`config.mk`:
```
export PLATFORM = sky130hd
export DESIGN_NAME = clock_page_replacement_core_flat
export DESIGN_NICKNAME = d
export VERILOG_FILES = /design/src/rtl/cpr_pkg.sv /design/src/rtl/cpr_in_if.sv /design/src/rtl/cpr_out_if.sv /design/src/rtl/cpr_ram.sv /design/src/rtl/clock_page_replacement_core.sv /design/src/flat_wrapper.sv
export SDC_FILE = /design/constraint.sdc
export NUM_CORES = 1
export LEC_CHECK = 0
export BUFFER_PORTS_ARGS = -buffer_cell sky130_fd_sc_hd__buf_4
export CORE_ASPECT_RATIO = 0.75
export CORE_MARGIN = 4
export CORE_UTILIZATION = 62
export DETAILED_ROUTE_END_ITERATION = 10
export HOLD_SLACK_MARGIN = 0.15
export PLACE_DENSITY = 0.8
export SYNTH_ARGS = -nofsm -noshare
export SYNTH_HDL_FRONTEND = slang
export SYNTH_SLANG_ARGS = --single-unit
```
`constraint.sdc`:
```
create_clock -name clk -period 3.51 [get_ports clk]
set_input_delay 0.1755 -clock clk [delete_from_list [all_inputs] [get_ports clk]]
set_output_delay 0.1755 -clock clk [all_outputs]
set_load 0.01 [all_outputs]
```
`src/rtl/cpr_pkg.sv`:
```
package cpr_pkg;

  localparam int FRAME_SLOTS = 64;

  localparam int CMD_W      = 2;
  localparam int SLOT_FLD_W = 6;
  localparam int FIU_W      = 7;

  localparam int ADDR_W  = (FRAME_SLOTS > 1) ? $clog2(FRAME_SLOTS) : 1;
  localparam int COUNT_W = $clog2(FRAME_SLOTS + 1);
  localparam int EXT_W   = ADDR_W + SLOT_FLD_W + 1;

  typedef logic [CMD_W-1:0]      cmd_fld_t;
  typedef logic [SLOT_FLD_W-1:0] slot_fld_t;
  typedef logic [FIU_W-1:0]      fiu_t;
  typedef logic [ADDR_W-1:0]     addr_t;
  typedef logic [COUNT_W-1:0]    count_t;
  typedef logic [EXT_W-1:0]      ext_t;

  typedef enum logic [CMD_W-1:0] {
    CMD_TOUCH  = 2'd0,
    CMD_ADD    = 2'd1,
    CMD_REMOVE = 2'd2,
    CMD_SELECT = 2'd3
  } cmd_t;

  typedef struct packed {
    logic valid;
    logic accessed;
  } entry_t;

  localparam int ENTRY_W = $bits(entry_t);

  localparam addr_t LAST_SLOT = addr_t'(FRAME_SLOTS - 1);

  function automatic addr_t hand_advance(input addr_t h);
    hand_advance = (h == LAST_SLOT) ? '0 : h + 1'b1;
  endfunction

endpackage

```
`src/rtl/cpr_in_if.sv`:
```
interface cpr_in_if;
  logic                 valid;
  logic                 ready;
  cpr_pkg::cmd_fld_t    cmd;
  cpr_pkg::slot_fld_t   frame_slot;

  modport source (output valid, output cmd, output frame_slot, input ready);
  modport sink (input valid, input cmd, input frame_slot, output ready);
endinterface

```
`src/rtl/cpr_out_if.sv`:
```
interface cpr_out_if;
  logic                 valid;
  logic                 ready;
  cpr_pkg::slot_fld_t   victim_slot;
  logic                 victim_found;
  cpr_pkg::fiu_t        frames_in_use;

  modport source (output valid, output victim_slot, output victim_found,
                  output frames_in_use, input ready);
  modport sink (input valid, input victim_slot, input victim_found,
                input frames_in_use, output ready);
endinterface

```
`src/rtl/cpr_ram.sv`:
```
module cpr_ram #(
  parameter int WIDTH = 2,
  parameter int DEPTH = 64
) (
  input  logic                                       clk,
  input  logic                                       we,
  input  logic [((DEPTH > 1) ? $clog2(DEPTH) : 1)-1:0] waddr,
  input  logic [WIDTH-1:0]                           wdata,
  input  logic [((DEPTH > 1) ? $clog2(DEPTH) : 1)-1:0] raddr,
  output logic [WIDTH-1:0]                           rdata
);

  logic [WIDTH-1:0] mem [DEPTH];

  always_ff @(posedge clk) begin
    if (we) begin
      mem[waddr] <= wdata;
    end
    rdata <= mem[raddr];
  end

endmodule

```
`src/rtl/clock_page_replacement_core.sv`:
```
// Second-chance clock victim selector over FRAME_SLOTS frame slots. The valid and
// accessed bits of all slots live in one synchronous RAM, so after reset the block
// clears it one slot at a time and accepts no request until that is done.
// Touch, add and remove do one read-modify-write of their slot. A select walks the
// ring one slot per cycle through the RAM read port, clearing set accessed bits as
// it passes, and goes straight to the result when no frame is valid. The result
// waits in an output register, and a new request is taken once that result has
// been loaded into it.
module clock_page_replacement_core (
  input  logic            clk,
  input  logic            rst_n,
  cpr_in_if.sink          in_req,
  cpr_out_if.source       out_res
);

  typedef enum logic [2:0] {
    ST_CLEAR,
    ST_IDLE,
    ST_RMW,
    ST_SWEEP,
    ST_RESULT
  } state_t;

  state_t              state_r, state_nxt;
  cpr_pkg::addr_t      clr_r, clr_nxt;
  cpr_pkg::addr_t      hand_r, hand_nxt;
  cpr_pkg::addr_t      scan_r, scan_nxt;
  cpr_pkg::count_t     count_r, count_nxt;
  cpr_pkg::cmd_t       cmd_r, cmd_nxt;
  cpr_pkg::addr_t      addr_r, addr_nxt;
  logic                in_range_r, in_range_nxt;
  cpr_pkg::addr_t      res_victim_r, res_victim_nxt;
  logic                res_found_r, res_found_nxt;
  logic                out_valid_r, out_valid_nxt;
  cpr_pkg::slot_fld_t  out_victim_r, out_victim_nxt;
  logic                out_found_r, out_found_nxt;
  cpr_pkg::fiu_t       out_fiu_r, out_fiu_nxt;

  logic                ram_we;
  cpr_pkg::addr_t      ram_waddr;
  cpr_pkg::entry_t     ram_wdata;
  cpr_pkg::addr_t      ram_raddr;
  cpr_pkg::entry_t     ram_rdata;

  cpr_pkg::ext_t       in_slot_ext;
  cpr_pkg::addr_t      next_scan;

  cpr_ram #(
    .WIDTH (cpr_pkg::ENTRY_W),
    .DEPTH (cpr_pkg::FRAME_SLOTS)
  ) u_slot_ram (
    .clk   (clk),
    .we    (ram_we),
    .waddr (ram_waddr),
    .wdata (ram_wdata),
    .raddr (ram_raddr),
    .rdata (ram_rdata)
  );

  assign in_req.ready          = (state_r == ST_IDLE);
  assign out_res.valid         = out_valid_r;
  assign out_res.victim_slot   = out_victim_r;
  assign out_res.victim_found  = out_found_r;
  assign out_res.frames_in_use = out_fiu_r;

  assign in_slot_ext = cpr_pkg::ext_t'(in_req.frame_slot);
  assign next_scan   = cpr_pkg::hand_advance(scan_r);

  always_comb begin
    state_nxt      = state_r;
    clr_nxt        = clr_r;
    hand_nxt       = hand_r;
    scan_nxt       = scan_r;
    count_nxt      = count_r;
    cmd_nxt        = cmd_r;
    addr_nxt       = addr_r;
    in_range_nxt   = in_range_r;
    res_victim_nxt = res_victim_r;
    res_found_nxt  = res_found_r;
    out_valid_nxt  = out_valid_r & ~out_res.ready;
    out_victim_nxt = out_victim_r;
    out_found_nxt  = out_found_r;
    out_fiu_nxt    = out_fiu_r;

    ram_we         = 1'b0;
    ram_waddr      = addr_r;
    ram_wdata      = '0;
    ram_raddr      = cpr_pkg::addr_t'(in_slot_ext);

    case (state_r)
      ST_CLEAR: begin
        ram_we    = 1'b1;
        ram_waddr = clr_r;
        clr_nxt   = clr_r + 1'b1;
        if (clr_r == cpr_pkg::LAST_SLOT) begin
          state_nxt = ST_IDLE;
        end
      end

      ST_IDLE: begin
        if (in_req.valid) begin
          cmd_nxt        = cpr_pkg::cmd_t'(in_req.cmd);
          addr_nxt       = cpr_pkg::addr_t'(in_slot_ext);
          in_range_nxt   = (in_slot_ext < cpr_pkg::ext_t'(cpr_pkg::FRAME_SLOTS));
          res_victim_nxt = '0;
          res_found_nxt  = 1'b0;
          if (cpr_pkg::cmd_t'(in_req.cmd) == cpr_pkg::CMD_SELECT) begin
            if (count_r == '0) begin
              state_nxt = ST_RESULT;
            end else begin
              ram_raddr = hand_r;
              scan_nxt  = hand_r;
              state_nxt = ST_SWEEP;
            end
          end else begin
            state_nxt = ST_RMW;
          end
        end
      end

      ST_RMW: begin
        if (in_range_r) begin
          case (cmd_r)
            cpr_pkg::CMD_TOUCH: begin
              if (ram_rdata.valid) begin
                ram_we    = 1'b1;
                ram_wdata = '{valid: 1'b1, accessed: 1'b1};
              end
            end
            cpr_pkg::CMD_ADD: begin
              ram_we    = 1'b1;
              ram_wdata = '{valid: 1'b1, accessed: 1'b0};
              if (!ram_rdata.valid) begin
                count_nxt = count_r + 1'b1;
              end
            end
            cpr_pkg::CMD_REMOVE: begin
              if (ram_rdata.valid) begin
                ram_we    = 1'b1;
                count_nxt = count_r - 1'b1;
              end
            end
            default: begin
            end
          endcase
        end
        state_nxt = ST_RESULT;
      end

      ST_SWEEP: begin
        if (ram_rdata.valid && !ram_rdata.accessed) begin
          res_victim_nxt = scan_r;
          res_found_nxt  = 1'b1;
          hand_nxt       = next_scan;
          state_nxt      = ST_RESULT;
        end else begin
          if (ram_rdata.valid) begin
            ram_we    = 1'b1;
            ram_waddr = scan_r;
            ram_wdata = '{valid: 1'b1, accessed: 1'b0};
          end
          scan_nxt  = next_scan;
          ram_raddr = next_scan;
        end
      end

      ST_RESULT: begin
        if (!out_valid_r || out_res.ready) begin
          out_valid_nxt  = 1'b1;
          out_victim_nxt = cpr_pkg::slot_fld_t'(cpr_pkg::ext_t'(res_victim_r));
          out_found_nxt  = res_found_r;
          out_fiu_nxt    = cpr_pkg::fiu_t'(count_r);
          state_nxt      = ST_IDLE;
        end
      end

      default: begin
        state_nxt = ST_IDLE;
      end
    endcase
  end

  always_ff @(posedge clk) begin
    if (!rst_n) begin
      state_r     <= ST_CLEAR;
      clr_r       <= '0;
      hand_r      <= '0;
      count_r     <= '0;
      out_valid_r <= 1'b0;
    end else begin
      state_r     <= state_nxt;
      clr_r       <= clr_nxt;
      hand_r      <= hand_nxt;
      count_r     <= count_nxt;
      out_valid_r <= out_valid_nxt;
    end
    scan_r       <= scan_nxt;
    cmd_r        <= cmd_nxt;
    addr_r       <= addr_nxt;
    in_range_r   <= in_range_nxt;
    res_victim_r <= res_victim_nxt;
    res_found_r  <= res_found_nxt;
    out_victim_r <= out_victim_nxt;
    out_found_r  <= out_found_nxt;
    out_fiu_r    <= out_fiu_nxt;
  end

  a_count_bound: assert property (@(posedge clk) disable iff (!rst_n)
    count_r <= cpr_pkg::count_t'(cpr_pkg::FRAME_SLOTS))
    else $error("valid frame count exceeds the number of slots");

  a_hand_bound: assert property (@(posedge clk) disable iff (!rst_n)
    hand_r <= cpr_pkg::LAST_SLOT)
    else $error("clock hand outside the slot range");

  a_sweep_has_frames: assert property (@(posedge clk) disable iff (!rst_n)
    (state_r == ST_SWEEP) |-> (count_r != '0))
    else $error("victim sweep running with no valid frames");

  a_found_needs_frames: assert property (@(posedge clk) disable iff (!rst_n)
    (out_valid_r && out_found_r) |-> (out_fiu_r != '0))
    else $error("victim reported while no frame is in use");

  a_no_victim_zero: assert property (@(posedge clk) disable iff (!rst_n)
    (out_valid_r && !out_found_r) |-> (out_victim_r == '0))
    else $error("nonzero victim slot without a victim");

  a_clear_no_request: assert property (@(posedge clk) disable iff (!rst_n)
    (state_r == ST_CLEAR) |=> (out_valid_r == 1'b0))
    else $error("result produced during the RAM clearing pass");

endmodule

```
`src/flat_wrapper.sv`:
```
// flat-port wrapper written by rule: the top's interface ports become plain ports
module clock_page_replacement_core_flat 
  (clk, rst_n, in_req_valid, in_req_cmd, in_req_frame_slot, in_req_ready, out_res_valid, out_res_victim_slot, out_res_victim_found, out_res_frames_in_use, out_res_ready);
  cpr_in_if in_req_i ();
  cpr_out_if out_res_i ();
  input  logic clk;
  input  logic rst_n;
  input wire logic [$bits(in_req_i.valid)-1:0] in_req_valid;
  input wire logic [$bits(in_req_i.cmd)-1:0] in_req_cmd;
  input wire logic [$bits(in_req_i.frame_slot)-1:0] in_req_frame_slot;
  output wire logic [$bits(in_req_i.ready)-1:0] in_req_ready;
  output wire logic [$bits(out_res_i.valid)-1:0] out_res_valid;
  output wire logic [$bits(out_res_i.victim_slot)-1:0] out_res_victim_slot;
  output wire logic [$bits(out_res_i.victim_found)-1:0] out_res_victim_found;
  output wire logic [$bits(out_res_i.frames_in_use)-1:0] out_res_frames_in_use;
  input wire logic [$bits(out_res_i.ready)-1:0] out_res_ready;
  assign in_req_i.valid = in_req_valid;
  assign in_req_i.cmd = in_req_cmd;
  assign in_req_i.frame_slot = in_req_frame_slot;
  assign in_req_ready = in_req_i.ready;
  assign out_res_valid = out_res_i.valid;
  assign out_res_victim_slot = out_res_i.victim_slot;
  assign out_res_victim_found = out_res_i.victim_found;
  assign out_res_frames_in_use = out_res_i.frames_in_use;
  assign out_res_i.ready = out_res_ready;
  clock_page_replacement_core u_core (.clk(clk), .rst_n(rst_n), .in_req(in_req_i), .out_res(out_res_i));
endmodule
```
**After elaboration in Yosys (flattened, before gate mapping)**

Memory sizes are Yosys's and may differ from the RTL's. A register that Yosys moved wholly into a read port is not among the register bits.
Cells that the tools add are included.

- Bits in registers: 59
- RAM bits: 128
- Input bits: 12
- Output and inout bits: 16
- Word-level logic and storage cells: 102
- Memories: 1

Memories:

| name | depth | bits a word | rd ports | clocked after memory_dff | wr ports | line | source |
|---|---|---|---|---|---|---|---|
| u_core.u_slot_ram.mem | 64 | 2 | 1 | 1 | 1 | cpr_ram.sv:13 | `logic [WIDTH-1:0] mem [DEPTH];` |

- $add $sub $neg: 4
- Order comparisons: 1
- Equal/unequal tests: 18
- Mux-type cells: 45
- Bitwise logic cells: 2
- Reductions and logical operators: 17

Operator list:

| operator | count |
|---|---|
| 2-to-1 mux 6 bit | 13 |
| one-hot mux 6 bit (2 select lines) | 4 |
| 2-to-1 mux 3 bit | 6 |
| one-hot mux 3 bit (5 select lines) | 1 |
| 2-to-1 mux 7 bit | 2 |
| one-hot mux 7 bit (2 select lines) | 1 |
| adder 6 x 1 -> 6 bit (second input constant) | 2 |
| == test 6 bit (second input constant) | 2 |
| inequality test 2 bit (second input constant) | 5 |
| AND reduction 5 bit | 2 |
| 2-to-1 mux 1 bit | 9 |
| 2-to-1 mux 2 bit | 4 |
| inequality test 2 x 1 -> 1 bit (second input constant) | 4 |
| one-hot mux 2 bit (2 select lines) | 2 |
| adder 7 x 1 -> 7 bit (second input constant) | 1 |
| zero test 7 bit | 1 |
| less-than comparator 6 x 7 -> 1 bit (second input constant) | 1 |
| subtractor 7 x 1 -> 7 bit (second input constant) | 1 |
| == test 3 x 2 -> 1 bit (second input constant) | 2 |
| AND reduction 2 bit | 3 |
| == test 2 bit (second input constant) | 2 |
| one-hot mux 1 bit (2 select lines) | 2 |
| AND reduction 4 bit | 1 |
| nonzero test 2 bit | 2 |
| 13 further kinds | 14 |

**Logic depth before layout (Yosys ltp)**

Gate-level depths: netlist of the first run.

- Depth in word-level cells: 7
- Depth in mapped cells: 14
- Gate-level depth less buffers: 11

**Hierarchy**

A second synthesis of the first run with hierarchy kept.

- Cells, all modules: 581
- Area total of the unflattened synthesis: 8196.6 sq um

By module, submodules not included:

| module | instances | cells an instance | area an instance (sq um) | sequential area each (sq um) |
|---|---|---|---|---|
| cpr_ram | 1 | 324 | 5397.7 | 3883.7 |
| clock_page_replacement_core | 1 | 257 | 2798.9 | 1511.4 |

**Least setup slack after synthesis of the first run**

OpenSTA, ideal clock, no wires.

- Path kind: register -> register
- Start point: register u_core.state_r[1]
- End point: memory u_core.u_slot_ram.mem[0][1] (data pin)
- Setup time: 0.530 ns
- Arrival: 2.435 ns
- Required time: 2.980 ns
- Slack: 0.545 ns
- Cell stages (with the launch flop): 4
- Clock period less this slack: 2.965 ns
- Cell sequence: dfxtp_1 > clkbuf_1 > nand3b_1 > o21bai_1

RTL lines:

| what | line | source |
|---|---|---|
| from (decl) | clock_page_replacement_core.sv:24 | `state_t state_r, state_nxt;` |
| from (signal assigned) | clock_page_replacement_core.sv:191 | `state_r <= state_nxt;` |
| to (decl) | cpr_ram.sv:13 |  |

**Worst setup path after layout of the first run**

- Start point: register u_core.state_r[1]
- End point: register u_core.u_slot_ram.rdata[0] (read register of u_core.u_slot_ram.mem)

- Word-level cells in the longest chain between the ends: 2
- Elaborated cells on any way between the ends: 3

Ends and longest elaborated chain:

| what | line | source |
|---|---|---|
| == test 3 x 2 -> 1 bit or == test 3 x 1 -> 1 bit (tied branches) | clock_page_replacement_core.sv:90 | `case (state_r)` |
| one-hot mux 6 bit (2 select lines) (*) | clock_page_replacement_core.sv:90 |  |
| to (decl) | cpr_ram.sv:10 | `output logic [WIDTH-1:0] rdata` |

Every way passes the cells marked *; elsewhere a longest branch is shown, timed or not.
A chain may end at the register's enable or synchronous reset.

==> results.cfg, run 1 <==
[outcome]
status = complete, no violations

[critical_path]
cp-end-kind = register
slowest_stage = a211oi_4
worstPathRequired_ns = 3.83
cp_cell_sequence = nand4bb_4, a211oi_4, nor2_4, a221oi_4, buf_4, mux2_2, a221oi_1, a31oi_1, a31oi_1, a21oi_1
crit_top_cell = a31oi_1
crit_path_start_kind = register
crit_type = reg2reg
worst-path-buf-inv = 1
path_delay_family = compound AO/OA/AOI/OAI gates
arrival_ns = 3.62
cpPeakStageDelay_ns = 0.55
worstPathMaxFanout = 26

[power]
netSwitchingPower_mw = 0.986
sw_frac_of_total = 0.221
p_leak_nw = 3.01
p_per_area_nw_per_um2 = 471
p_int_mw = 3.48
ir_worst_vdd_v = 0.000530
pwr-share-comb = 0.048
pwr-share-clk = 0.410
p_seq_frac = 0.542

[timing]
finClkSkew_ns = 0.0105
final_max_slew_viol_count = 0
fmax_mhz = 303
slew_headroom = 0.286
period_needed_ns = 3.30
setup_tns_ns = 0
finalCritPeriodShare = 0.941
worstMarginPinSlew_ns = 1.07
hold_violations = 0
rsz0062_at_grt = no
setup_viol = 0

[placed_design]
dp_cells = 823
portBuffers = 27
place_congestion = 0.922
post-dp-hpwl_um = 12400

[global_route]
overflow = 0
grt_pass1_vias = 5268
antenna_found_initial = 0
grt_pass1_wl_um = 29500
grt_max_degree = 65
grt_usage = 0.255

[final_layout]
final_cell_mix = edfxtp_1, nor2_1, nand2_1
final_util = 0.723
layout_commonest_cell = edfxtp_1
antennaDiodeCount = 0
final-instance-count-excl-fill = 866
nets = 702
areaGrowthSynthToFinish_pct = 13.1
drive_gt1_frac = 0.151

[clock_network]
cts-root-buf = clkbuf_16
clk_pin_slew_ns = 0.07
clk_latency_ns = 0.43
clock-sinks = 188
cts_buffers = 17
clockBufferDepth = 2
cts_tree = built
htree_levels = 4

[die]
die_area_sq_um = 15500
die_w_um = 142
dieHeight_um = 109
core_area_sq_um = 13100
pin_count = 28
start_util = 0.639
num_rows = 36

[synthesis]
syn_inst = 638
ys_seq_elements = 188
async_reset_ff_frac = 0
yosysWarnings = 0
seq_area_frac_synth = 0.644
syn_area_per_cell_sq_um = 13.1
ys_types = 59
synth-main-ff-cell = edfxtp_1
netlist_area_sq_um = 8380
synth_edf_count = 163
synth_nets = 658

[detailed_routing]
drt-wirelength-per-cell_um = 21.5
drcViolationCount = 0
vias = 5557
drt_iter0_drc = 722
drt-pass1-iter-count = 5
routed_wl_um = 18600
via_per_inst = 6.42
detail-route-antenna-nets = 0

[job]
maxCapViolCount = 0

[hold_path]
hold_class = in2reg
==> synth_stat cells (2+ instances only) <==
library cell,number,share of area
nand4_1,2,0.0015
mux2_2,4,0.0054
a31oi_1,6,0.0045
buf_2,8,0.0048
and2_1,27,0.020
a211oi_1,14,0.013
edfxtp_1,163,0.58
o21bai_1,2,0.0018
o21ai_0,12,0.0072
a311o_1,3,0.0036
and3_1,4,0.0030
buf_4,5,0.0045
nor3_1,8,0.0048
xor2_1,4,0.0042
a21boi_0,4,0.0036
o21a_1,4,0.0036
nand2_1,78,0.035
nor3_2,2,0.0024
a211o_1,2,0.0021
nor2_1,90,0.040
ha_1,7,0.010
a21oi_1,14,0.0084
xnor2_1,7,0.0073
nand2b_1,5,0.0037
o22ai_1,2,0.0015
mux4_2,16,0.043
mux2i_1,12,0.014
o211a_1,5,0.0060
nand3_1,15,0.0090
clkbuf_1,9,0.0040
a221oi_1,7,0.0073
a221o_1,7,0.0084
buf_6,2,0.0027
a311oi_1,4,0.0042
nand3b_1,3,0.0027
a21o_1,3,0.0027
inv_1,9,0.0040
dfxtp_1,25,0.060
a22oi_1,10,0.0090
nor2b_1,11,0.0082
or3_1,2,0.0015
and2_0,2,0.0015
o211ai_1,3,0.0027
==> sequential cells by signal, indices dropped and copies added (netlist names) <==
signal	cells
u_core.state_r	3
u_core.out_res.frames_in_use	7
u_core.hand_r	6
u_core.scan_r	6
u_core.clr_r	6
u_core.out_res.victim_slot	6
u_core.addr_r	6
u_core.out_res.victim_found	1
u_core.count_r	7
u_core.res_found_r	1
u_core.cmd_r	2
u_core.res_victim_r	6
u_core.out_res.valid	1
u_core.u_slot_ram.mem	128
u_core.u_slot_ram.rdata	2
==> cell families after synthesis <==
| logic type | after synthesis | synth area share |
|---|---|---|
| simple gates | 255 | 0.144 |
| flops | 188 | 0.644 |
| compound gates | 111 | 0.105 |
| buf+inv | 33 | 0.0200 |
| mux | 32 | 0.0627 |
| xor+xnor | 11 | 0.0115 |
| fa+ha+maj | 8 | 0.0128 |
==> final timing paths <==
path	startpoint	end	slack (ns)	cells past startpoint
worst max register to register	u_core.state_r[1]	u_core.u_slot_ram.rdata[0]	0.21	10
worst min-delay path	in_req_valid	u_core.state_r[2]	0.29	4
worst max-delay path	u_core.state_r[1]	u_core.u_slot_ram.rdata[0]	0.21	10
worst min register to register	u_core.res_victim_r[2]	u_core.out_res.victim_slot[2]	0.42	0
==> final cells by class <==
class,instances,area [sq um]
inverter,9,33.8
sequential,188,5400
clock inverter,12,103
multi-input combinational,417,2840
fill,886,3630
clock buffer,20,468
tap,171,214
timing repair buffer,49,420
==> tightest hold or removal path: stages <==
cell	delay, ns
buf_4	0.11
o211ai_1	0.15
a21oi_1	0.18
nor2b_1	0.06
==> layer usage <==
metal | track usage | routed length, um | vias up
li1 | - | - | 2506
met1 | 0.382 | 8020 | 2753
met2 | 0.375 | 8600 | 278
met5 | 0 | 0 | -
met4 | 0.0699 | 202 | 0
met3 | 0.0684 | 1800 | 20
==> through the flow <==
stage | area [sq um] | setup slack (ns) | hold slack [ns] | total power [mW]
floorplan | 8380 | 0.545 | 0.274 | 2.60
global placement | 8780 | 0.433 | 0.376 | 2.66
detailed placement | 8780 | 0.301 | 0.379 | 2.67
CTS | 9470 | 0.275 | 0.260 | 4.48
global route | 9470 | 0.0172 | 0.297 | 4.61
finish | 9470 | 0.208 | 0.289 | 4.46
==> power groups by stage <==
| stage | sequential (mW) | combinational, mW | clock [mW] |
|---|---|---|---|
| 6_report | 2.42 | 0.214 | 1.83 |
| 3_3_place_gp | 2.47 | 0.196 | 0 |
| 4_1_cts | 2.42 | 0.209 | 1.85 |
| 3_5_place_dp | 2.47 | 0.199 | 0 |
| 5_1_grt | 2.42 | 0.231 | 1.96 |
| 2_1_floorplan | 2.46 | 0.137 | 0 |
==> repair_timing <==
| action | 4_1_cts | 5_1_grt |
|---|---|---|
| hold buffers | 11 | 0 |
| endpoints found under the setup margin | 0 | 22 |
| setup buffers | 0 | 0 |
| resized for setup | 0 | 2 |
| endpoints found under the hold margin | 31 | 0 |
No activity file was read; power rests on OpenSTA's default activity.
==> run 2: changes to the inputs <==
Clock period 3.51 ns to 3.6 ns, I/O delays scaled along.
==> run 2 against run 1 <==
Effect of this change: first-iteration DRC count is 15% lower; non-clock buffer count is 3 higher; critical endpoint unchanged; largest cell class unchanged; sequential share of layout area hardly changed.
==> results.cfg, run 2 (same netlist as run 1, synthesis figures left out) <==
[job]
maxCapViolCount = 0

[critical_path]
slowest_stage = a211oi_4
cpPeakStageDelay_ns = 0.60
crit_top_cell = a31oi_1
rr_endpoint = u_core.u_slot_ram.rdata[0]
crit_type = reg2reg
cp-end-kind = register
critPathLaunch = u_core.state_r[2]
crit_path_start_kind = register
worstPathRequired_ns = 3.92
arrival_ns = 3.68
worst-path-buf-inv = 1
r2r-start = u_core.state_r[2]
regToRegSetupSlack_ns = 0.24
worstPathMaxFanout = 21
r2r_cells = 10
path_delay_family = compound AO/OA/AOI/OAI gates
cp_cell_sequence = nand4bb_4, a211oi_4, nor2_4, a221oi_4, buf_4, mux2_2, a221oi_1, a31oi_1, a31oi_1, a21oi_1

[placed_design]
post-dp-hpwl_um = 12300
portBuffers = 27
place_ws_ns = 0.335
place_congestion = 0.961

[hold_path]
hold_class = in2reg
hold-path-cell-count = 4
min_to = u_core.state_r[2]
worstHoldStart = in_req_valid

[timing]
final_max_slew_viol_count = 0
setup_tns_ns = 0
period_needed_ns = 3.36
slew_headroom = 0.169
finClkSkew_ns = 0.00726
rsz0062_at_grt = no
setup_viol = 0
finalCritPeriodShare = 0.934
worstMarginPinSlew_ns = 1.25
hold_violations = 0
fin_ws_ns = 0.239
fmax_mhz = 298

[detailed_routing]
drcViolationCount = 0
drt-pass1-iter-count = 5
drt_iter0_drc = 616
vias = 5572
routed_wl_um = 18800
via_per_inst = 6.41
detail-route-antenna-nets = 0
drt-wirelength-per-cell_um = 21.7

[global_route]
grt_max_degree = 65
grt_pass1_wl_um = 29900
grt_pass1_vias = 5445
antenna_found_initial = 0
overflow = 0
grt_usage = 0.260

[die]
core_area_sq_um = 13100
die_w_um = 142
num_rows = 36
dieHeight_um = 109
die_area_sq_um = 15500
pin_count = 28
start_util = 0.639

[power]
totalPowerFinal_mw = 4.38
ir_worst_vdd_v = 0.000373
p_per_area_nw_per_um2 = 462
p_leak_nw = 3.02

[final_layout]
drive_gt1_frac = 0.152
top_register = u_core.u_slot_ram.mem
largest_reg_flops = 128
areaGrowthSynthToFinish_pct = 13.2
final_cell_mix = edfxtp_1, nor2_1, nand2_1
nets = 705
antennaDiodeCount = 0
layout_commonest_cell = edfxtp_1

[clock_network]
htree_levels = 4
clk_latency_ns = 0.43
cts_tree = built
clock-sinks = 188
clockBufferDepth = 2
cts_buffers = 17
ctsResizeCount = 0
clk_pin_slew_ns = 0.07
cts-root-buf = clkbuf_16

[outcome]
status = complete, no violations
run 2: changes by cell type in the layout (fill, tap and decap cells not counted), moves of 2 or more:
cell	previous run	this run
clkbuf_8	1	4
clkinv_2	0	4
inv_8	2	0
inv_6	3	1
inv_4	2	0
clkinv_4	3	1
buf_4	36	40
run 2: tightest hold or removal path, stage by stage:
cell      delay, ns
buf_4          0.11
o211ai_1       0.17
a21oi_1        0.17
nor2b_1        0.06
run 2: worst max path at each step:
stage / to / slack (ns) / depth (start not counted)
floorplan: u_core.u_slot_ram.mem[0][1] / 0.64 / 3
global placement: u_core.u_slot_ram.rdata[0] / 0.48 / 10
detailed placement: u_core.u_slot_ram.rdata[0] / 0.34 / 10
CTS: u_core.u_slot_ram.rdata[0] / 0.27 / 10
global route: u_core.u_slot_ram.mem[32][1] / 0.04 / 9
finish: u_core.u_slot_ram.rdata[0] / 0.24 / 10
run 2: through the flow:
stage	std cells	util	hold WS, ns	cell area (sq um)
6_report	869	0.723	0.311	9480
5_1_grt	869	0.723	0.379	9480
4_1_cts	869	0.723	0.297	9480
3_5_place_dp	826	0.671	0.380	8790
3_3_place_gp	826	0.671	0.378	8790
2_1_floorplan	638	-	0.279	8380
run 2: per-layer routing:
| layer | share of wire | vias up | wire length [um] | global-route usage |
|---|---|---|---|---|
| met3 | 0.099 | 45 | 1870 | 0.0697 |
| met5 | 0 | - | 0 | 0 |
| met4 | 0.023 | 0 | 440 | 0.0979 |
| met1 | 0.42 | 2736 | 7950 | 0.378 |
| li1 | - | 2497 | - | - |
| met2 | 0.46 | 294 | 8590 | 0.381 |
run 2: final cells by class:
type,count,area [sq um]
Sequential cell,188,5400
Fill cell,834,3630
Multi-Input combinational cell,417,2830
Clock buffer,22,484
Timing Repair Buffer,52,430
Tap cell,171,214
Clock inverter,10,90.1
Inverter,9,33.8
run 2: what timing repair did:
item | 4_1_cts | 5_1_grt
buffers inserted | 0 | 0
hold buffers | 11 | 0
endpoints found under the hold margin | 31 | 0
run 2: report_power, final:
group | switching (mW) | internal (mW) | total [mW] | leakage [nW]
logic | 0.129 | 0.0808 | 0.210 | 1.28
registers | 0.0111 | 2.35 | 2.36 | 1.46
clock network | 0.788 | 1.02 | 1.81 | 0.278
total | 0.928 | 3.45 | 4.38 | 3.02
==> run 3: changes to the inputs <==
Settings changed: RECOVER_POWER from default to 50.
==> run 3 against run 2 <==
Effect of this change: the run now ends with capacitance limit, slew limit left; clock-buffer cell count unchanged; global-route usage unchanged; register-to-register slack worse by 0.02 ns; die area is the same; combinational power shrank 2%; maximum frequency down 0.45%; worst hold slack improved by 0.00051 ns; clock skew is 0.0014 ns higher; critical path depth stayed put; largest cell class unchanged; largest power group unchanged.
==> results.cfg, run 3 (same netlist as run 1, synthesis figures left out) <==
[critical_path]
crit_type = reg2reg
crit_path_start_kind = register
cp_cell_sequence = nand4bb_4, a211oi_4, nor2_4, a221oi_4, buf_4, mux2_2, a221oi_1, a31oi_1, a31oi_1, a21oi_1
worstPathRequired_ns = 3.91
arrival_ns = 3.69
worstPathMaxFanout = 21
slowest_stage = a211oi_4
cpPeakStageDelay_ns = 0.60
cp-end-kind = register
crit_top_cell = a31oi_1

[final_layout]
final_cell_mix = edfxtp_1, nor2_1, nand2_1
largest_reg_flops = 128
areaGrowthSynthToFinish_pct = 12.0
design_area_sq_um = 9380
drive_gt1_frac = 0.117
layout_commonest_cell = edfxtp_1
nets = 705
final-instance-count-excl-fill = 869
antennaDiodeCount = 0
top_register = u_core.u_slot_ram.mem

[timing]
fin_ws_ns = 0.224
rsz0062_at_grt = no
period_needed_ns = 3.38
final_max_slew_viol_count = 48
finalCritPeriodShare = 0.938
hold_violations = 0
setup_tns_ns = 0
slew_headroom = -0.255
finClkSkew_ns = 0.00867
setup_viol = 0
fmax_mhz = 296
worstMarginPinSlew_ns = 1.88

[global_route]
grt_pass1_wl_um = 29900
grt_pass1_vias = 5445
antenna_found_initial = 0
grt_max_degree = 65
grt_usage = 0.260
overflow = 0

[die]
pin_count = 28
num_rows = 36
die_w_um = 142
start_util = 0.639
dieHeight_um = 109
core_area_sq_um = 13100
die_area_sq_um = 15500

[detailed_routing]
drt_iter0_drc = 652
drt-pass1-iter-count = 5
drt-wirelength-per-cell_um = 21.7
vias = 5569
routed_wl_um = 18800
detail-route-antenna-nets = 0
via_per_inst = 6.41
drcViolationCount = 0

[power]
ir_worst_vdd_v = 0.000372
pwr-share-comb = 0.047
totalPowerFinal_mw = 4.38
p_per_area_nw_per_um2 = 467
sw_frac_of_total = 0.212
p_seq_frac = 0.539
netSwitchingPower_mw = 0.926
pwr-share-clk = 0.414
p_leak_nw = 2.92
p_int_mw = 3.45

[job]
maxCapViolCount = 1

[placed_design]
portBuffers = 27
placed_cell_area_sq_um = 8790
post-dp-hpwl_um = 12300
place_congestion = 0.961
dp_cells = 826
place_ws_ns = 0.335

[outcome]
violations = capacitance limit, slew limit
status = finished, violations left

[clock_network]
cts-root-buf = clkbuf_16
ctsResizeCount = 0
htree_levels = 4
clk_pin_slew_ns = 0.07
clk_latency_ns = 0.43
clockBufferDepth = 2
cts_buffers = 17
cts_tree = built
clock-sinks = 188

[hold_path]
hold_class = in2reg
## run 3: changes by cell type in the layout (fill, tap and decap cells not counted), sizes merged
cell,delta
buf,-26
clkbuf,+26
## run 3: per-stage QoR
step            util  hold slack [ns]
3_5_place_dp   0.671            0.380
5_1_grt        0.716            0.379
4_1_cts        0.723            0.297
2_1_floorplan      -            0.279
6_report       0.716            0.311
3_3_place_gp   0.671            0.378
## run 3: path summary, 6_finish.rpt
kind	startpoint	end	slack (ns)	cells after the start
hold reg to reg	u_core.res_victim_r[2]	u_core.out_res.victim_slot[2]	0.43	0
setup reg to reg	u_core.state_r[2]	u_core.u_slot_ram.rdata[0]	0.22	10
hold / removal	in_req_valid	u_core.state_r[2]	0.31	4
setup / recovery	u_core.state_r[2]	u_core.u_slot_ram.rdata[0]	0.22	10
## run 3: layout make-up
cell class                 count  area, sq um
inverter                       9         33.8
clock buffer                  22          484
clock inverter                10         90.1
timing repair buffer          52          338
multi-input combinational    417         2820
fill                         870         3730
sequential                   188         5400
tap                          171          214
## run 3: layer usage
metal / vias to the layer above / share of wire / GRT usage
met5: - / 0 / 0
met4: 0 / 0.023 / 0.0979
met1: 2705 / 0.42 / 0.378
met3: 40 / 0.10 / 0.0697
li1: 2499 / - / -
met2: 325 / 0.45 / 0.381
## run 3: power by group through the flow
stage	Sequential [mW]	Clock, mW	Combinational [mW]
floorplan	2.40	0	0.134
global placement	2.41	0	0.189
detailed placement	2.41	0	0.195
CTS	2.36	1.82	0.204
global route	2.36	1.93	0.221
finish	2.36	1.81	0.206
## run 3: worst max-delay path, delay by kind of cell, from the launching register on
kind,cells,cell delay (ns)
and+or+nand+nor,2,0.43
DFF,1,0.41
buffers and inverters,1,0.34
muxes,1,0.37
AOI/OAI and AO/OA,6,1.69
## run 3: repair_timing
item                                    4_1_cts  5_1_grt
hold buffers                                 11        0
setup buffers                                 0        0
endpoints found under the hold margin        31        0
endpoints found under the setup margin        0        0
